[config.mk]
export PLATFORM = sky130hd
export DESIGN_NAME = infix_to_postfix_converter
export DESIGN_NICKNAME = d
export VERILOG_FILES = /design/src/rtl/core/itp_pkg.sv /design/src/rtl/core/itp_ram.sv /design/src/rtl/core/itp_seq.sv /design/src/rtl/core/itp_dp.sv /design/src/rtl/core/infix_to_postfix_converter.sv
export SDC_FILE = /design/constraint.sdc
export NUM_CORES = 1
export LEC_CHECK = 0
export BUFFER_PORTS_ARGS = -buffer_cell sky130_fd_sc_hd__buf_2
export CAP_MARGIN = 20
export CORE_MARGIN = 5
export CORE_UTILIZATION = 40
export DETAILED_ROUTE_END_ITERATION = 8
export GPL_ROUTABILITY_DRIVEN = 1
export PLACE_DENSITY_LB_ADDON = 0.3
export SLEW_MARGIN = 20
export SYNTH_ARGS = -nofsm -noshare
export SYNTH_HDL_FRONTEND = slang
export SYNTH_SLANG_ARGS = --single-unit
[constraint.sdc]
create_clock -name i_clk -period 10.3 [get_ports i_clk]
set_clock_uncertainty 0.15 [all_clocks]
set_input_delay 1.545 -clock i_clk [delete_from_list [all_inputs] [get_ports i_clk]]
set_output_delay 1.545 -clock i_clk [all_outputs]
set_load 0.02 [all_outputs]
[src/rtl/core/itp_pkg.sv]
package itp_pkg;

    localparam int DEPTH_DEF   = 32;
    localparam int MAX_RESULTS = 32;
    localparam int NW          = $clog2(MAX_RESULTS + 1);

    typedef logic [2:0] t_code;

    localparam t_code CODE_NONE   = 3'd0;
    localparam t_code CODE_ADD    = 3'd1;
    localparam t_code CODE_SUB    = 3'd2;
    localparam t_code CODE_MUL    = 3'd3;
    localparam t_code CODE_DIV    = 3'd4;
    localparam t_code CODE_POW    = 3'd5;
    localparam t_code CODE_LPAREN = 3'd6;

    localparam logic [7:0] CH_ADD    = 8'h2B;
    localparam logic [7:0] CH_SUB    = 8'h2D;
    localparam logic [7:0] CH_MUL    = 8'h2A;
    localparam logic [7:0] CH_DIV    = 8'h2F;
    localparam logic [7:0] CH_POW    = 8'h5E;
    localparam logic [7:0] CH_LPAREN = 8'h28;
    localparam logic [7:0] CH_RPAREN = 8'h29;

    typedef logic [3:0] t_step;

    localparam t_step ST_FETCH  = 4'd0;
    localparam t_step ST_PASS   = 4'd1;
    localparam t_step ST_PUSH   = 4'd2;
    localparam t_step ST_OPOP   = 4'd3;
    localparam t_step ST_OEND   = 4'd4;
    localparam t_step ST_RPOP   = 4'd5;
    localparam t_step ST_RCLOSE = 4'd6;
    localparam t_step ST_FPOP   = 4'd7;
    localparam t_step ST_FEND   = 4'd8;

    typedef enum logic [2:0] {
        C_ALWAYS = 3'd0,
        C_INPUT  = 3'd1,
        C_OPLOOP = 3'd2,
        C_RLOOP  = 3'd3,
        C_FLOOP  = 3'd4
    } t_cond;

    typedef enum logic [2:0] {
        A_NONE     = 3'd0,
        A_LATCH    = 3'd1,
        A_EMIT_SYM = 3'd2,
        A_PUSH     = 3'd3,
        A_POP      = 3'd4,
        A_END_OP   = 3'd5,
        A_END_R    = 3'd6,
        A_END_F    = 3'd7
    } t_act;

    typedef struct packed {
        t_cond cond;
        t_act  act;
        logic  disp;
        t_step nxt_t;
        t_step nxt_f;
    } t_uword;

    typedef struct packed {
        t_act act;
        logic fire;
    } t_ctrl;

    typedef struct packed {
        logic  op_loop;
        logic  r_loop;
        logic  f_loop;
        logic  hold;
        t_step disp;
    } t_status;

    function automatic t_code op_code(input logic [7:0] c);
        t_code r;
        case (c)
            CH_ADD:  r = CODE_ADD;
            CH_SUB:  r = CODE_SUB;
            CH_MUL:  r = CODE_MUL;
            CH_DIV:  r = CODE_DIV;
            CH_POW:  r = CODE_POW;
            default: r = CODE_NONE;
        endcase
        return r;
    endfunction

    function automatic logic [7:0] code_char(input t_code c);
        logic [7:0] r;
        case (c)
            CODE_ADD:    r = CH_ADD;
            CODE_SUB:    r = CH_SUB;
            CODE_MUL:    r = CH_MUL;
            CODE_DIV:    r = CH_DIV;
            CODE_POW:    r = CH_POW;
            CODE_LPAREN: r = CH_LPAREN;
            default:     r = 8'h00;
        endcase
        return r;
    endfunction

    function automatic logic [1:0] code_prec(input t_code c);
        logic [1:0] r;
        case (c)
            CODE_ADD: r = 2'd1;
            CODE_SUB: r = 2'd1;
            CODE_MUL: r = 2'd2;
            CODE_DIV: r = 2'd2;
            CODE_POW: r = 2'd3;
            default:  r = 2'd0;
        endcase
        return r;
    endfunction

    function automatic logic is_alnum(input logic [7:0] c);
        return (c >= 8'h30 && c <= 8'h39) || (c >= 8'h41 && c <= 8'h5A) ||
               (c >= 8'h61 && c <= 8'h7A);
    endfunction

    function automatic t_step dispatch(input logic [7:0] c, input logic eoe);
        t_step r;
        if (eoe) begin
            r = ST_FPOP;
        end else if (is_alnum(c)) begin
            r = ST_PASS;
        end else if (c == CH_LPAREN) begin
            r = ST_PUSH;
        end else if (c == CH_RPAREN) begin
            r = ST_RPOP;
        end else if (op_code(c) != CODE_NONE) begin
            r = ST_OPOP;
        end else begin
            r = ST_FETCH;
        end
        return r;
    endfunction

    // control store
    function automatic t_uword ucode(input t_step s);
        t_uword w;
        case (s)
            ST_FETCH:  w = '{C_INPUT,  A_LATCH,    1'b1, ST_FETCH, ST_FETCH};
            ST_PASS:   w = '{C_ALWAYS, A_EMIT_SYM, 1'b0, ST_FETCH, ST_FETCH};
            ST_PUSH:   w = '{C_ALWAYS, A_PUSH,     1'b0, ST_FETCH, ST_FETCH};
            ST_OPOP:   w = '{C_OPLOOP, A_POP,      1'b0, ST_OPOP,  ST_OEND};
            ST_OEND:   w = '{C_ALWAYS, A_END_OP,   1'b0, ST_PUSH,  ST_PUSH};
            ST_RPOP:   w = '{C_RLOOP,  A_POP,      1'b0, ST_RPOP,  ST_RCLOSE};
            ST_RCLOSE: w = '{C_ALWAYS, A_END_R,    1'b0, ST_FETCH, ST_FETCH};
            ST_FPOP:   w = '{C_FLOOP,  A_POP,      1'b0, ST_FPOP,  ST_FEND};
            ST_FEND:   w = '{C_ALWAYS, A_END_F,    1'b0, ST_FETCH, ST_FETCH};
            default:   w = '{C_ALWAYS, A_NONE,     1'b0, ST_FETCH, ST_FETCH};
        endcase
        return w;
    endfunction

endpackage

[src/rtl/core/itp_ram.sv]
module itp_ram #(
    parameter int WIDTH = 3,
    parameter int DEPTH = 32
) (
    input  logic                     i_clk,
    input  logic                     i_we,
    input  logic [$clog2(DEPTH)-1:0] i_waddr,
    input  logic [WIDTH-1:0]         i_wdata,
    input  logic [$clog2(DEPTH)-1:0] i_raddr,
    output logic [WIDTH-1:0]         o_rdata
);

    logic [WIDTH-1:0] r_mem [DEPTH];
    logic [WIDTH-1:0] r_rdata;

    always_ff @(posedge i_clk) begin
        if (i_we) begin
            r_mem[i_waddr] <= i_wdata;
        end
        r_rdata <= r_mem[i_raddr];
    end

    assign o_rdata = r_rdata;

endmodule

[src/rtl/core/itp_seq.sv]
module itp_seq (
    input  logic             i_clk,
    input  logic             i_rst_n,
    input  logic             i_valid,
    input  itp_pkg::t_status i_status,
    output itp_pkg::t_ctrl   o_ctrl,
    output logic             o_stall
);
    import itp_pkg::*;

    t_step  r_pc;
    t_step  n_pc;
    t_uword uw;
    logic   cond_ok;

    always_comb begin
        uw = ucode(r_pc);
        case (uw.cond)
            C_ALWAYS: cond_ok = 1'b1;
            C_INPUT:  cond_ok = i_valid;
            C_OPLOOP: cond_ok = i_status.op_loop;
            C_RLOOP:  cond_ok = i_status.r_loop;
            C_FLOOP:  cond_ok = i_status.f_loop;
            default:  cond_ok = 1'b0;
        endcase

        if (cond_ok && i_status.hold) begin
            n_pc = r_pc;
        end else if (cond_ok) begin
            n_pc = uw.disp ? i_status.disp : uw.nxt_t;
        end else begin
            n_pc = uw.nxt_f;
        end

        o_ctrl.act  = uw.act;
        o_ctrl.fire = cond_ok && !i_status.hold;
    end

    assign o_stall = (r_pc != ST_FETCH);

    always_ff @(posedge i_clk) begin
        if (!i_rst_n) begin
            r_pc <= ST_FETCH;
        end else begin
            r_pc <= n_pc;
        end
    end

endmodule

[src/rtl/core/itp_dp.sv]
module itp_dp #(
    parameter int DEPTH = itp_pkg::DEPTH_DEF
) (
    input  logic             i_clk,
    input  logic             i_rst_n,
    input  logic [7:0]       i_symbol,
    input  logic             i_end_of_expression,
    input  itp_pkg::t_ctrl   i_ctrl,
    output itp_pkg::t_status o_status,
    input  logic             i_stall,
    output logic             o_valid,
    output logic [7:0]       o_out_symbol,
    output logic             o_has_symbol,
    output logic             o_last_of_run,
    output logic             o_expression_done,
    output logic             o_overflow_seen
);
    import itp_pkg::*;

    localparam int AW = $clog2(DEPTH);
    localparam int CW = $clog2(DEPTH + 1);

    logic [7:0]    r_sym, n_sym;
    t_code         r_code, n_code;
    logic [CW-1:0] r_count, n_count;
    logic          r_ovf, n_ovf;
    t_code         r_top, n_top;
    logic          r_reload, n_reload;
    logic          r_pend_v, n_pend_v;
    t_code         r_pend, n_pend;
    logic [NW-1:0] r_n, n_n;

    logic          r_ov;
    logic [7:0]    r_osym;
    logic          r_ohas, r_olast, r_odone, r_oovf;

    logic          emit;
    logic [7:0]    e_sym;
    logic          e_has, e_last, e_done, e_ovf;

    logic          we;
    logic [CW-1:0] rd_ptr;
    t_code         rd_data;
    t_code         top_code;
    logic          nz, cap, full, out_free, need_out;

    assign top_code = r_reload ? rd_data : r_top;
    assign nz       = (r_count != '0);
    assign cap      = (r_n != NW'(MAX_RESULTS));
    assign full     = (r_count == CW'(DEPTH));
    assign out_free = !r_ov || !i_stall;

    always_comb begin
        case (i_ctrl.act)
            A_EMIT_SYM: need_out = 1'b1;
            A_END_F:    need_out = 1'b1;
            A_POP:      need_out = r_pend_v;
            A_END_OP:   need_out = r_pend_v;
            A_END_R:    need_out = r_pend_v;
            default:    need_out = 1'b0;
        endcase
    end

    assign o_status.op_loop = nz && cap && (code_prec(top_code) >= code_prec(r_code));
    assign o_status.r_loop  = nz && cap && (top_code != CODE_LPAREN);
    assign o_status.f_loop  = nz && cap;
    assign o_status.hold    = need_out && !out_free;
    assign o_status.disp    = dispatch(i_symbol, i_end_of_expression);

    always_comb begin
        n_sym    = r_sym;
        n_code   = r_code;
        n_count  = r_count;
        n_ovf    = r_ovf;
        n_top    = top_code;
        n_reload = 1'b0;
        n_pend_v = r_pend_v;
        n_pend   = r_pend;
        n_n      = r_n;
        we       = 1'b0;
        emit     = 1'b0;
        e_sym    = 8'h00;
        e_has    = 1'b0;
        e_last   = 1'b0;
        e_done   = 1'b0;
        e_ovf    = 1'b0;

        if (i_ctrl.fire) begin
            case (i_ctrl.act)
                A_LATCH: begin
                    n_sym    = i_symbol;
                    n_code   = (i_symbol == CH_LPAREN) ? CODE_LPAREN : op_code(i_symbol);
                    n_n      = '0;
                    n_pend_v = 1'b0;
                end
                A_EMIT_SYM: begin
                    emit   = 1'b1;
                    e_sym  = r_sym;
                    e_has  = 1'b1;
                    e_last = 1'b1;
                end
                A_PUSH: begin
                    if (full) begin
                        n_ovf = 1'b1;
                    end else begin
                        we      = 1'b1;
                        n_count = r_count + CW'(1);
                        n_top   = r_code;
                    end
                end
                A_POP: begin
                    if (r_pend_v) begin
                        emit  = 1'b1;
                        e_sym = code_char(r_pend);
                        e_has = 1'b1;
                    end
                    n_pend   = top_code;
                    n_pend_v = 1'b1;
                    n_count  = r_count - CW'(1);
                    n_n      = r_n + NW'(1);
                    n_reload = 1'b1;
                end
                A_END_OP: begin
                    if (r_pend_v) begin
                        emit   = 1'b1;
                        e_sym  = code_char(r_pend);
                        e_has  = 1'b1;
                        e_last = 1'b1;
                    end
                    n_pend_v = 1'b0;
                end
                A_END_R: begin
                    if (r_pend_v) begin
                        emit   = 1'b1;
                        e_sym  = code_char(r_pend);
                        e_has  = 1'b1;
                        e_last = 1'b1;
                    end
                    n_pend_v = 1'b0;
                    // drop the matching open paren
                    if (nz && (top_code == CODE_LPAREN)) begin
                        n_count  = r_count - CW'(1);
                        n_reload = 1'b1;
                    end
                end
                A_END_F: begin
                    emit     = 1'b1;
                    e_sym    = r_pend_v ? code_char(r_pend) : 8'h00;
                    e_has    = r_pend_v;
                    e_last   = 1'b1;
                    e_done   = 1'b1;
                    e_ovf    = r_ovf;
                    n_count  = '0;
                    n_ovf    = 1'b0;
                    n_pend_v = 1'b0;
                end
                default: begin
                end
            endcase
        end
    end

    assign rd_ptr = n_count - CW'(1);

    itp_ram #(
        .WIDTH ($bits(t_code)),
        .DEPTH (DEPTH)
    ) u_stack (
        .i_clk   (i_clk),
        .i_we    (we),
        .i_waddr (r_count[AW-1:0]),
        .i_wdata (r_code),
        .i_raddr (rd_ptr[AW-1:0]),
        .o_rdata (rd_data)
    );

    always_ff @(posedge i_clk) begin
        if (!i_rst_n) begin
            r_count  <= '0;
            r_ovf    <= 1'b0;
            r_reload <= 1'b0;
            r_pend_v <= 1'b0;
            r_n      <= '0;
            r_ov     <= 1'b0;
        end else begin
            r_count  <= n_count;
            r_ovf    <= n_ovf;
            r_reload <= n_reload;
            r_pend_v <= n_pend_v;
            r_n      <= n_n;
            if (emit) begin
                r_ov <= 1'b1;
            end else if (!i_stall) begin
                r_ov <= 1'b0;
            end
        end
    end

    always_ff @(posedge i_clk) begin
        r_sym  <= n_sym;
        r_code <= n_code;
        r_top  <= n_top;
        r_pend <= n_pend;
        if (emit) begin
            r_osym  <= e_sym;
            r_ohas  <= e_has;
            r_olast <= e_last;
            r_odone <= e_done;
            r_oovf  <= e_ovf;
        end
    end

    assign o_valid           = r_ov;
    assign o_out_symbol      = r_osym;
    assign o_has_symbol      = r_ohas;
    assign o_last_of_run     = r_olast;
    assign o_expression_done = r_odone;
    assign o_overflow_seen   = r_oovf;

endmodule

[src/rtl/core/infix_to_postfix_converter.sv]
// a result is registered onto the output in the cycle after the microcode step that makes it
// an operator, ')' or the end marker pops the stack before its closing step; the sequencer
//   issues one stack pop per cycle while the output is not stalled
// one transaction in flight at a time, one step of the control store per cycle unless held
// reset: synchronous active low, clears the step counter, stack count, overflow flag
//   and output valid; stack contents are not cleared
module infix_to_postfix_converter #(
    parameter int DEPTH = itp_pkg::DEPTH_DEF
) (
    input  logic       i_clk,
    input  logic       i_rst_n,
    input  logic       i_valid,
    output logic       o_stall,
    input  logic [7:0] i_symbol,
    input  logic       i_end_of_expression,
    output logic       o_valid,
    input  logic       i_stall,
    output logic [7:0] o_out_symbol,
    output logic       o_has_symbol,
    output logic       o_last_of_run,
    output logic       o_expression_done,
    output logic       o_overflow_seen
);
    import itp_pkg::*;

    t_ctrl   ctrl;
    t_status status;

    itp_seq u_seq (
        .i_clk    (i_clk),
        .i_rst_n  (i_rst_n),
        .i_valid  (i_valid),
        .i_status (status),
        .o_ctrl   (ctrl),
        .o_stall  (o_stall)
    );

    itp_dp #(
        .DEPTH (DEPTH)
    ) u_dp (
        .i_clk               (i_clk),
        .i_rst_n             (i_rst_n),
        .i_symbol            (i_symbol),
        .i_end_of_expression (i_end_of_expression),
        .i_ctrl              (ctrl),
        .o_status            (status),
        .i_stall             (i_stall),
        .o_valid             (o_valid),
        .o_out_symbol        (o_out_symbol),
        .o_has_symbol        (o_has_symbol),
        .o_last_of_run       (o_last_of_run),
        .o_expression_done   (o_expression_done),
        .o_overflow_seen     (o_overflow_seen)
    );

endmodule

==> results, run 1 <==
- The flow ran to the end, and the final reports show no timing, DRC or antenna violations.
- The total number of placement rows is 49.
- The area fraction of the dominant cell type after synthesis is between 50% and 60%.
- VDD sags by at most around 0.00015 V.
- Setup total negative slack on the finished layout was measured at 0 ps.
- The ratio of final minimum period to clock period is 54.9%.
- The maximum operating frequency is about 0.18 GHz.
- The standard cell with the maximum stage delay on the critical path is sky130_fd_sc_hd__nand3_1.
- The sequential share of power is roughly 40%.
- In this run the worst setup path begins at u_dp.r_reload$_SDFF_PN0_.
- The number of clock buffers added by TritonCTS is 17.
- The cell accounting for the most synthesized area is sky130_fd_sc_hd__edfxtp_1.
- Once layout is complete, the cells apart from fillers number around 910.
- The remaining global-route overflow is 0.
- The power density over the cells is between 200 and 300 nW/um2.
- The post-CTS setup repair buffer count is 0.
- The clock group share of total power is between 20% and 30%.
- Data arrives at the worst endpoint at about 5800 ps.
- The leakage power is between 2 and 3 nW.
- The total number of nets in the final design is 697.
- The number of buffer and inverter instances along the worst setup path is 3.
- The number of placed instances, taps included, is a little under 900.
- The mean number of vias per cell is 5.75.
- The type of the worst setup path is reg2reg.
- The fraction of final layout cells sized beyond drive strength 1 is roughly 12%.
- By area the synthesized netlist is led by sky130_fd_sc_hd__edfxtp_1 (51%), sky130_fd_sc_hd__dfxtp_1 (10%), sky130_fd_sc_hd__nor2_1 (4.9%), sky130_fd_sc_hd__nand2_1 (3.1%), sky130_fd_sc_hd__o22ai_1 (2.8%).
- The kind of capture point of the worst setup path is a register.
- At the placement stage, the worst setup path has a slack of approximately 4400 ps.
- 27 I/O pins were placed.
- The switching power as a share of total power is between 30 and 40%.
- The synthesized area per cell is between 10 and 15 um2.
- Before antenna repair, the detailed router went through 5 iterations.
- The number of enable flip-flop cells after synthesis is 122.
- Entering global routing, the biggest net connects 38 pins.
- The overall power after layout is 2.26 mW.
- The most repeated library cell on the critical path is sky130_fd_sc_hd__o21ai_0.
- After the first detailed-routing iteration, the DRC count stood at ~450.
- For this design, the CTS-stage hold fixing added 0 buffers.
- The summed instance area of the synthesized netlist is between 7000 and 8000 um2.
- The number of buffers between clock root and the deepest sink is 2.
- The area of the core region is 17,800 um2.
- The global-route total usage across every layer is between 15 and 20%.
- The chip height is 144 um.
- The switching power of the nets is 0.848 mW.
- The internal cell power is ~1.4 mW.
- The number of H-tree levels is 4.
- The number of slew-limit violations in the final report is 0.
- The number of distinct library cell variants in the gate-level netlist after synthesis is 64.
- The number of vias after detailed routing is between 5,000 and 6,000.
- The initial antenna violation count is 0.
- The clock latency on the worst-skew pair is about 430 ps.
- The nature of the critical path startpoint is a register.
- The peak fanout along the critical path is 16.
- Counting every net in the synthesized netlist gives between 600 and 700.
- The layout overhead on the synthesized area is 13.9%.
- The max-cap check violation count is 0.
- The detail route stage leaves a number of antenna-violating nets equal to 0.
- The largest delay contributor family on the critical path is compound AO/OA/AOI/OAI gates.
- Post-CTS repair changed the size of 0 cells.
- The delay of the slowest critical-path stage is 590 ps.
- On the final layout, the worst hold slack is about 370 ps.
- The via count of the first global-routing pass was about 5,000.
- The critical path required time is roughly 10,000 ps.
- The most frequently used flop master after synthesis is sky130_fd_sc_hd__edfxtp_1.
- The clock-pin slew reported for the worst setup and hold paths after clock tree synthesis is 70 ps.
- The final layout contains routed wiring with a total length of approximately 17,000 um.
- The global-route wire length before repair is 27,500 um.
- The area of the die is approximately 21,000 um2.
- The headroom to the max-slew limit is 30.2%.
- After synthesis, flip-flops and latches occupy 61.1% of the total area.
- Setup repair after global routing left no endpoint under its margin.
- The post-synthesis cell count is 638.
- The startpoint identified for the worst register-to-register timing path is u_dp.r_reload$_SDFF_PN0_.
- The global placement routability congestion is between 0.9 and 1.
- The starting utilization of the core area is 40.4%.
- The setup slack of the critical path after layout is about 4600 ps.
- At the pin with the least slew margin, the transition time is about 1000 ps.
- TritonCTS built the clock tree.
- Walking the worst path, the cells encountered are mux2i_1 -> inv_1 -> nor3_1 -> a21oi_1 -> ha_1 -> o21ai_0 -> a311oi_1 -> a21oi_1 -> o21ai_0 -> nand2_1 -> inv_2 -> ha_1 -> inv_1 -> nand3_1 -> o22ai_1 -> nor3_1 -> o21ai_0 -> nand4_1.
- Yosys printed 0 warnings.
- The final critical delay including setup and external delays is around 5700 ps.
- Combinational cells account for 33.2% of the total power.
- The fraction of synthesis flops using an asynchronous set or reset pin is 0%.
- The register bit count reported by yosys is between 150 and 200.
- The tree is rooted in a sky130_fd_sc_hd__clkbuf_16.
- The final antenna diode count is 0.
- The worst hold path class is reg2reg.
- Detailed placement finished with a half-perimeter wire length of 12,000 um.
- The count of input and output buffers is 26.
- The average routed wire per standard cell is between 15 and 20 um.
- The DRC violation count after routing is 0.
- The start point of the worst min-delay path is u_dp.r_ovf$_SDFFE_PN0P_.
- Setup violations remaining at the end of the flow were counted as 0.
- The tree built by TritonCTS fans out to approximately 160 sinks.
- The hold violation total from the final report is 0.
- The die span in x is approximately 140 um.
==> power groups by stage <==
stage                     registers (mW)  clock network, mW  logic, mW
after floorplan                    0.915                  0      0.518
after global placement             0.923                  0      0.706
after detailed placement           0.925                  0      0.726
after CTS                          0.913              0.620      0.730
after global routing               0.908              0.647      0.833
final                              0.899              0.613      0.751
==> path summary, 6_finish.rpt <==
kind,end,slack (ps),cells past startpoint
max,u_dp.u_stack.o_rdata[0]$_DFF_P_,4640,18
min,u_dp.r_ovf$_SDFFE_PN0P_,370,2
max reg2reg,u_dp.u_stack.o_rdata[0]$_DFF_P_,4640,18
min reg2reg,u_dp.r_ovf$_SDFFE_PN0P_,370,2
==> cell type report <==
cell class | instances | area [um2]
Clock inverter | 15 | 171
Timing Repair Buffer | 32 | 183
Clock buffer | 17 | 425
Tap cell | 229 | 287
Multi-Input combinational cell | 440 | 2660
Sequential cell | 159 | 4400
Inverter | 21 | 78.8
Fill cell | 1608 | 9630
==> worst reg2reg max path, delay by kind of cell, from the launching register on <==
kind,cells,cell delay (ps)
AND/OR/NAND/NOR,5,1270
flip-flops,1,430
multiplexers,1,340
AO/OA/AOI/OAI,7,1860
buffers and inverters,3,840
adder cells (fa/ha/maj),2,650
==> kinds of logic after synthesis <==
| group | synth area share (%) |
|---|---|
| mux | 3.63 |
| buf+inv | 2.06 |
| flops | 61.1 |
| compound gates | 13.8 |
| xor+xnor | 1.60 |
| fa+ha+maj | 2.26 |
| simple gates | 15.6 |
==> routing by layer <==
layer  vias up  track usage, %  routed length (um)
li1       2476               -                   -
met1      2544            23.0                7360
met2       192            28.2                8350
met3        36            3.74                 910
met4         0            5.94                 375
met5         -               0                   0
==> layout by cell type (no fill, tap or decap), types with 3 or more instances in the layout <==
master / n
sky130_fd_sc_hd__and3_1: 11
sky130_fd_sc_hd__mux4_2: 7
sky130_fd_sc_hd__a311oi_1: 5
sky130_fd_sc_hd__inv_1: 19
sky130_fd_sc_hd__clkbuf_16: 17
sky130_fd_sc_hd__mux2i_1: 7
sky130_fd_sc_hd__clkinv_8: 4
sky130_fd_sc_hd__buf_4: 5
sky130_fd_sc_hd__o21ai_0: 32
sky130_fd_sc_hd__edfxtp_1: 122
sky130_fd_sc_hd__xnor2_1: 4
sky130_fd_sc_hd__a21oi_1: 34
sky130_fd_sc_hd__nand3_1: 11
sky130_fd_sc_hd__dfxtp_1: 37
sky130_fd_sc_hd__nor3_1: 33
sky130_fd_sc_hd__o22ai_1: 32
sky130_fd_sc_hd__nand2_1: 59
sky130_fd_sc_hd__a21o_1: 3
sky130_fd_sc_hd__xor2_1: 6
sky130_fd_sc_hd__a211oi_1: 8
sky130_fd_sc_hd__nand4_1: 6
sky130_fd_sc_hd__a31oi_1: 9
sky130_fd_sc_hd__nand2b_1: 8
sky130_fd_sc_hd__nor2_1: 94
sky130_fd_sc_hd__ha_1: 13
sky130_fd_sc_hd__mux2_2: 3
sky130_fd_sc_hd__buf_2: 26
sky130_fd_sc_hd__inv_8: 5
sky130_fd_sc_hd__nor2b_1: 5
sky130_fd_sc_hd__and2_1: 7
==> flip-flops by register name, indices dropped and copies added, names as in the netlist, 4 cells and up <==
signal	count
u_dp.o_out_symbol	8
u_dp.u_stack.r_mem	96
u_seq.uw	11
u_dp.r_sym	8
u_dp.r_count	6
u_dp.r_n	6
u_seq.r_pc	4
==> cell usage after synthesis (8+ instances only) <==
library cell,number
sky130_fd_sc_hd__edfxtp_1,122
sky130_fd_sc_hd__nor2_1,95
sky130_fd_sc_hd__nand2_1,59
sky130_fd_sc_hd__dfxtp_1,37
sky130_fd_sc_hd__a21oi_1,34
sky130_fd_sc_hd__nor3_1,33
sky130_fd_sc_hd__o21ai_0,32
sky130_fd_sc_hd__o22ai_1,32
sky130_fd_sc_hd__inv_1,19
sky130_fd_sc_hd__clkbuf_1,15
sky130_fd_sc_hd__ha_1,13
sky130_fd_sc_hd__and3_1,11
sky130_fd_sc_hd__nand3_1,11
sky130_fd_sc_hd__a31oi_1,9
sky130_fd_sc_hd__a211oi_1,8
sky130_fd_sc_hd__nand2b_1,8
==> metrics by stage <==
stage / area, um2 / utilization, %
floorplan: 7210 / -
global placement: 7590 / 42.6
detailed placement: 7590 / 42.6
CTS: 8190 / 45.9
global route: 8210 / 46.0
finish: 8210 / 46.0
(Power assumes the default switching activity.)
==> inputs of run 2 (changes only) <==
ABC_AREA = 1   (was unset)
clock period = 4.55 ns   (was 10.3 ns; I/O delays follow)
==> results, run 2 <==
- The run finished with clean final reports.
- The met2 capacity usage during global routing is about 29%.
- The remaining number of nets flagged by the antenna check after routing is 0.
- The tree is rooted in a sky130_fd_sc_hd__clkbuf_16.
- The number of warning messages in the yosys log is 0.
- Of the total synthesized cell area, the portion taken by AND, OR, NAND and NOR gates is ~27%.
- The number of nets in the synthesized netlist is 929.
- Of all cell types, the one taking the most synthesized area is sky130_fd_sc_hd__edfxtp_1.
- The register with the most flip-flops in the layout has 96 of them.
- For hold timing, the worst endpoint is u_dp.r_sym[7]$_DFFE_PP_.
- Of the post-synthesis cell area, the dominant cell type holds between 40% and 50%.
- The number of enable flip-flop cells after synthesis is between 100 and 150.
- The power density over the cells is between 700 and 800 nW/um2.
- After global routing, the most crowded layer is met2.
- The cell with the most instances after synthesis is sky130_fd_sc_hd__nand2_1.
- The adder and majority gate portion of the synthesized area is 2.04%.
- The cell that appears most often on the critical path is sky130_fd_sc_hd__nand2_1.
- u_dp.u_stack.r_mem holds more flip-flops than any other register.
- Measured in cells, the most critical reg-to-reg path has a length of 23.
- The wire-length estimate of the detail-placed layout is about 13,000 um.
- The headroom to the max-slew limit is a little over three fifths.
- The via count of the first global-routing pass came to about 5,900.
- The kind of capture point of the worst setup path is a register.
- In this run the cell area of the synthesized design comes to approximately 8000 um2.
- In the final design database the tool counted 957 nets.
- Global routing used a little under a quarter of the available met1 tracks.
- The delay of the slowest critical-path stage is approximately 380 ps.
- The dominant combinational cell family by area after synthesis is simple AND/OR/NAND/NOR gates.
- The met3 routing resource usage after global routing is between 3 and 4%.
- The total of endpoints with negative setup slack in the final report is 0.
- The synthesized-area fraction occupied by ao, oa, aoi and oai cells is around 5.5%.
- The final critical delay including setup and external delays is about 3800 ps.
- By area the synthesized netlist is led by sky130_fd_sc_hd__edfxtp_1 (46%), sky130_fd_sc_hd__dfxtp_1 (9.3%), sky130_fd_sc_hd__nand3_1 (9.1%), sky130_fd_sc_hd__nand2_1 (8.0%), sky130_fd_sc_hd__inv_1 (6.8%).
- Setup repair after global routing left no endpoint under its margin.
- STA puts the critical path data required time at between 4000 and 5000 ps.
- The DRC violation count after routing is 0.
- The total length of routed wires is about 19,000 um.
- The number of buffer and inverter instances along the worst setup path is 5.
- The total number of placement rows is 51.
- From synthesis to final layout, the design area changed by 12.2%.
- In this run, placement finished with an instance count of around 1,200.
- The count of input and output buffers is 26.
- The final critical path takes up a little over four fifths of the cycle.
- The worst register-to-register path begins at u_dp.r_code[0]$_SDFFCE_PP0P_.
- The largest delay contributor family on the critical path is simple AND/OR/NAND/NOR gates.
- The tool flagged a number of max-cap violations equal to 0.
- The endpoint arrival time on the critical path is 4010 ps.
- Synthesis handed over a netlist of approximately 900 instances.
- The initial antenna violation count came to 0.
- The final antenna diode count is 0.
- The sequential-to-total area share from yosys stat is around 55%.
- The first global-routing pass estimated roughly 30,000 um of wire.
- The hold-critical path depth is 1.
- The mean number of vias per cell is 5.05.
- The remaining global-route overflow is 0.
- The clock-pin slew reported for the worst setup and hold paths after clock tree synthesis is around 70 ps.
- The portion of netlist area occupied by mux cells is 0%.
- The hold violation total from the final report came to 0.
- Entering global routing, the biggest net connects 50 pins.
- The count of cells in the finished layout, fillers not included, comes to around 1,200.
- The setup check on the worst reg-to-reg path leaves a slack of between 700 and 800 ps.
- The global-route total usage across every layer is 17.3%.
- The number of gates resized after CTS was 0.
- The standard cell with the maximum stage delay on the critical path is sky130_fd_sc_hd__buf_4.
- Walking the worst path, the cells encountered are buf_4 -> nand2_1 -> inv_1 -> o21ai_0 -> ha_1 -> o21ai_0 -> nand2_1 -> nand2_1 -> nand2_1 -> nand3_4 -> nor2_8 -> nand2_1 -> o21ai_1 -> inv_2 -> ha_1 -> inv_1 -> buf_4 -> nand3_1 -> nand3_1 -> nand3_1 -> nand2_1 -> nand2_1 -> nand2_1.
- The worst setup path is launched from a register.
- The number of vias after detailed routing is roughly 6,000.
- The most frequently used flop master after synthesis is sky130_fd_sc_hd__edfxtp_1.
- For this design the static power due to leakage is about 3.8 nW.
- The peak fanout along the critical path is 35.
- In this run, post-CTS hold repair placed 0 buffers.
- For this block, the initial DRC count from the detailed router was 554.
- The area of the die is approximately 23,000 um2.
- Of the total synthesized cell area, the portion taken by XOR and XNOR cells is 0.534%.
- The chip height is between 150 and 200 um.
- The aggregate negative setup slack is 0 ps.
- The number of buffers between clock root and the deepest sink is 2.
- Counting flops and latches in the post-synthesis netlist gives roughly 160.
- In this run the mean area of a mapped cell was about 9 um2.
- Timing would allow up to roughly 0.26 GHz.
- VDD sags by at most 0.000432 V.
- In the layout the commonest cells are sky130_fd_sc_hd__nand2_1 (170), sky130_fd_sc_hd__nand3_1 (145), sky130_fd_sc_hd__inv_1 (144).
- The boundary pin count is 27.
- Routability-driven placement finished with a final weighted congestion of between 0.8 and 0.9.
- The clock latency on the worst-skew pair is 420 ps.
- In the synthesized netlist, the cells that appear most often are sky130_fd_sc_hd__nand2_1 (170), sky130_fd_sc_hd__nand3_1 (145), sky130_fd_sc_hd__inv_1 (144), sky130_fd_sc_hd__edfxtp_1 (122), sky130_fd_sc_hd__nor2_1 (88).
- In this run the post-CTS setup repair buffer count came out at 0.
- The slew at the pin closest to its max-slew limit is between 500 and 600 ps.
- The start point of the worst min-delay path is i_symbol[7].
- The die span in x is between 150 and 200 um.
- The path class of the tightest hold or removal check is in2reg.
- Buffers inserted during clock tree synthesis total 17.
- The area of the core region is roughly 20,000 um2.
- Leaving out fill and tap cells, the most frequent cell in the layout is sky130_fd_sc_hd__nand2_1.
- The average routed wire per standard cell is between 15 and 20 um.
- The detailed-routing iteration count for the pre-antenna-repair pass is 5.
- The initial utilization of the core area, before any placement, comes to 40.8%.
- CTS saw ~160 sinks.
- The fraction of synthesis flops using an asynchronous set or reset pin is 0%.
- The clock tree from TritonCTS is done.
- The number of slew-limit violations in the final report is 0.
- The fraction of final layout cells sized beyond drive strength 1 is ~12%.
- Counting distinct cell types in the post-synthesis netlist gives 49.
- The endpoint identified for the worst register-to-register timing path is u_dp.u_stack.o_rdata[0]$_DFF_P_.
- The H-tree was split into 4 levels.
- The type of the worst setup path is reg2reg.
-- run 2: logic make-up after synthesis --
group	count (synthesis)
adder cells (fa/ha/maj)	13
flip-flops	159
AND/OR/NAND/NOR	468
XOR/XNOR	4
AO/OA/AOI/OAI	77
buffers and inverters	182
-- run 2: metrics by stage --
stage | hold slack [ps] | instance area (um2) | utilization [%] | setup slack, ps | power [mW]
after floorplan | 311 | 7960 | - | 953 | 4.43
after global placement | 326 | 8330 | 42.7 | 906 | 5.19
after detailed placement | 337 | 8330 | 42.7 | 787 | 5.22
after CTS | 289 | 8930 | 45.8 | 767 | 6.66
after global routing | 295 | 8930 | 45.8 | 353 | 7.12
final | 302 | 8930 | 45.8 | 757 | 6.63
-- run 2: metal layers --
layer  vias up  wire length [um]
met5         -                 0
met4         0               293
met3        28              1130
met2       196              8770
met1      2847              8330
li1       3036                 -
-- run 2: worst reg2reg max path, delay by kind of cell, from the launching register on --
kind | cells | cell delay (ps)
AND/OR/NAND/NOR | 13 | 1270
buffers and inverters | 5 | 1090
adder cells (fa/ha/maj) | 2 | 610
flip-flops | 1 | 320
AO/OA/AOI/OAI | 3 | 280
-- run 2: final cells by class --
class                           count  area [um2]
Clock buffer                       22         517
Fill cell                        1933       10600
Sequential cell                   159        4400
Multi-Input combinational cell    562        2810
Timing Repair Buffer               35         198
Inverter                          156         588
Clock inverter                     10        83.8
Tap cell                          265         332
-- run 2: worst max path at each step --
stage	end	startpoint	depth (start not counted)
floorplan	u_dp.u_stack.o_rdata[0]$_DFF_P_	u_dp.r_code[1]$_SDFFCE_PP1P_	24
finish	u_dp.u_stack.o_rdata[0]$_DFF_P_	u_dp.r_code[0]$_SDFFCE_PP0P_	23
global route	u_dp.u_stack.o_rdata[0]$_DFF_P_	u_dp.r_code[0]$_SDFFCE_PP0P_	23
CTS	u_dp.u_stack.o_rdata[2]$_DFF_P_	u_dp.r_code[0]$_SDFFCE_PP0P_	23
global placement	u_dp.u_stack.o_rdata[1]$_DFF_P_	u_dp.r_code[0]$_SDFFCE_PP0P_	23
detailed placement	u_dp.u_stack.o_rdata[0]$_DFF_P_	u_dp.r_code[0]$_SDFFCE_PP0P_	23
-- run 2: power by group --
group	leakage (nW)	switching (mW)	total [mW]	internal [mW]
combinational	2.10	2.27	3.22	0.950
sequential	1.43	0.126	1.99	1.86
clock	0.298	0.603	1.43	0.822
total	3.83	2.99	6.63	3.64
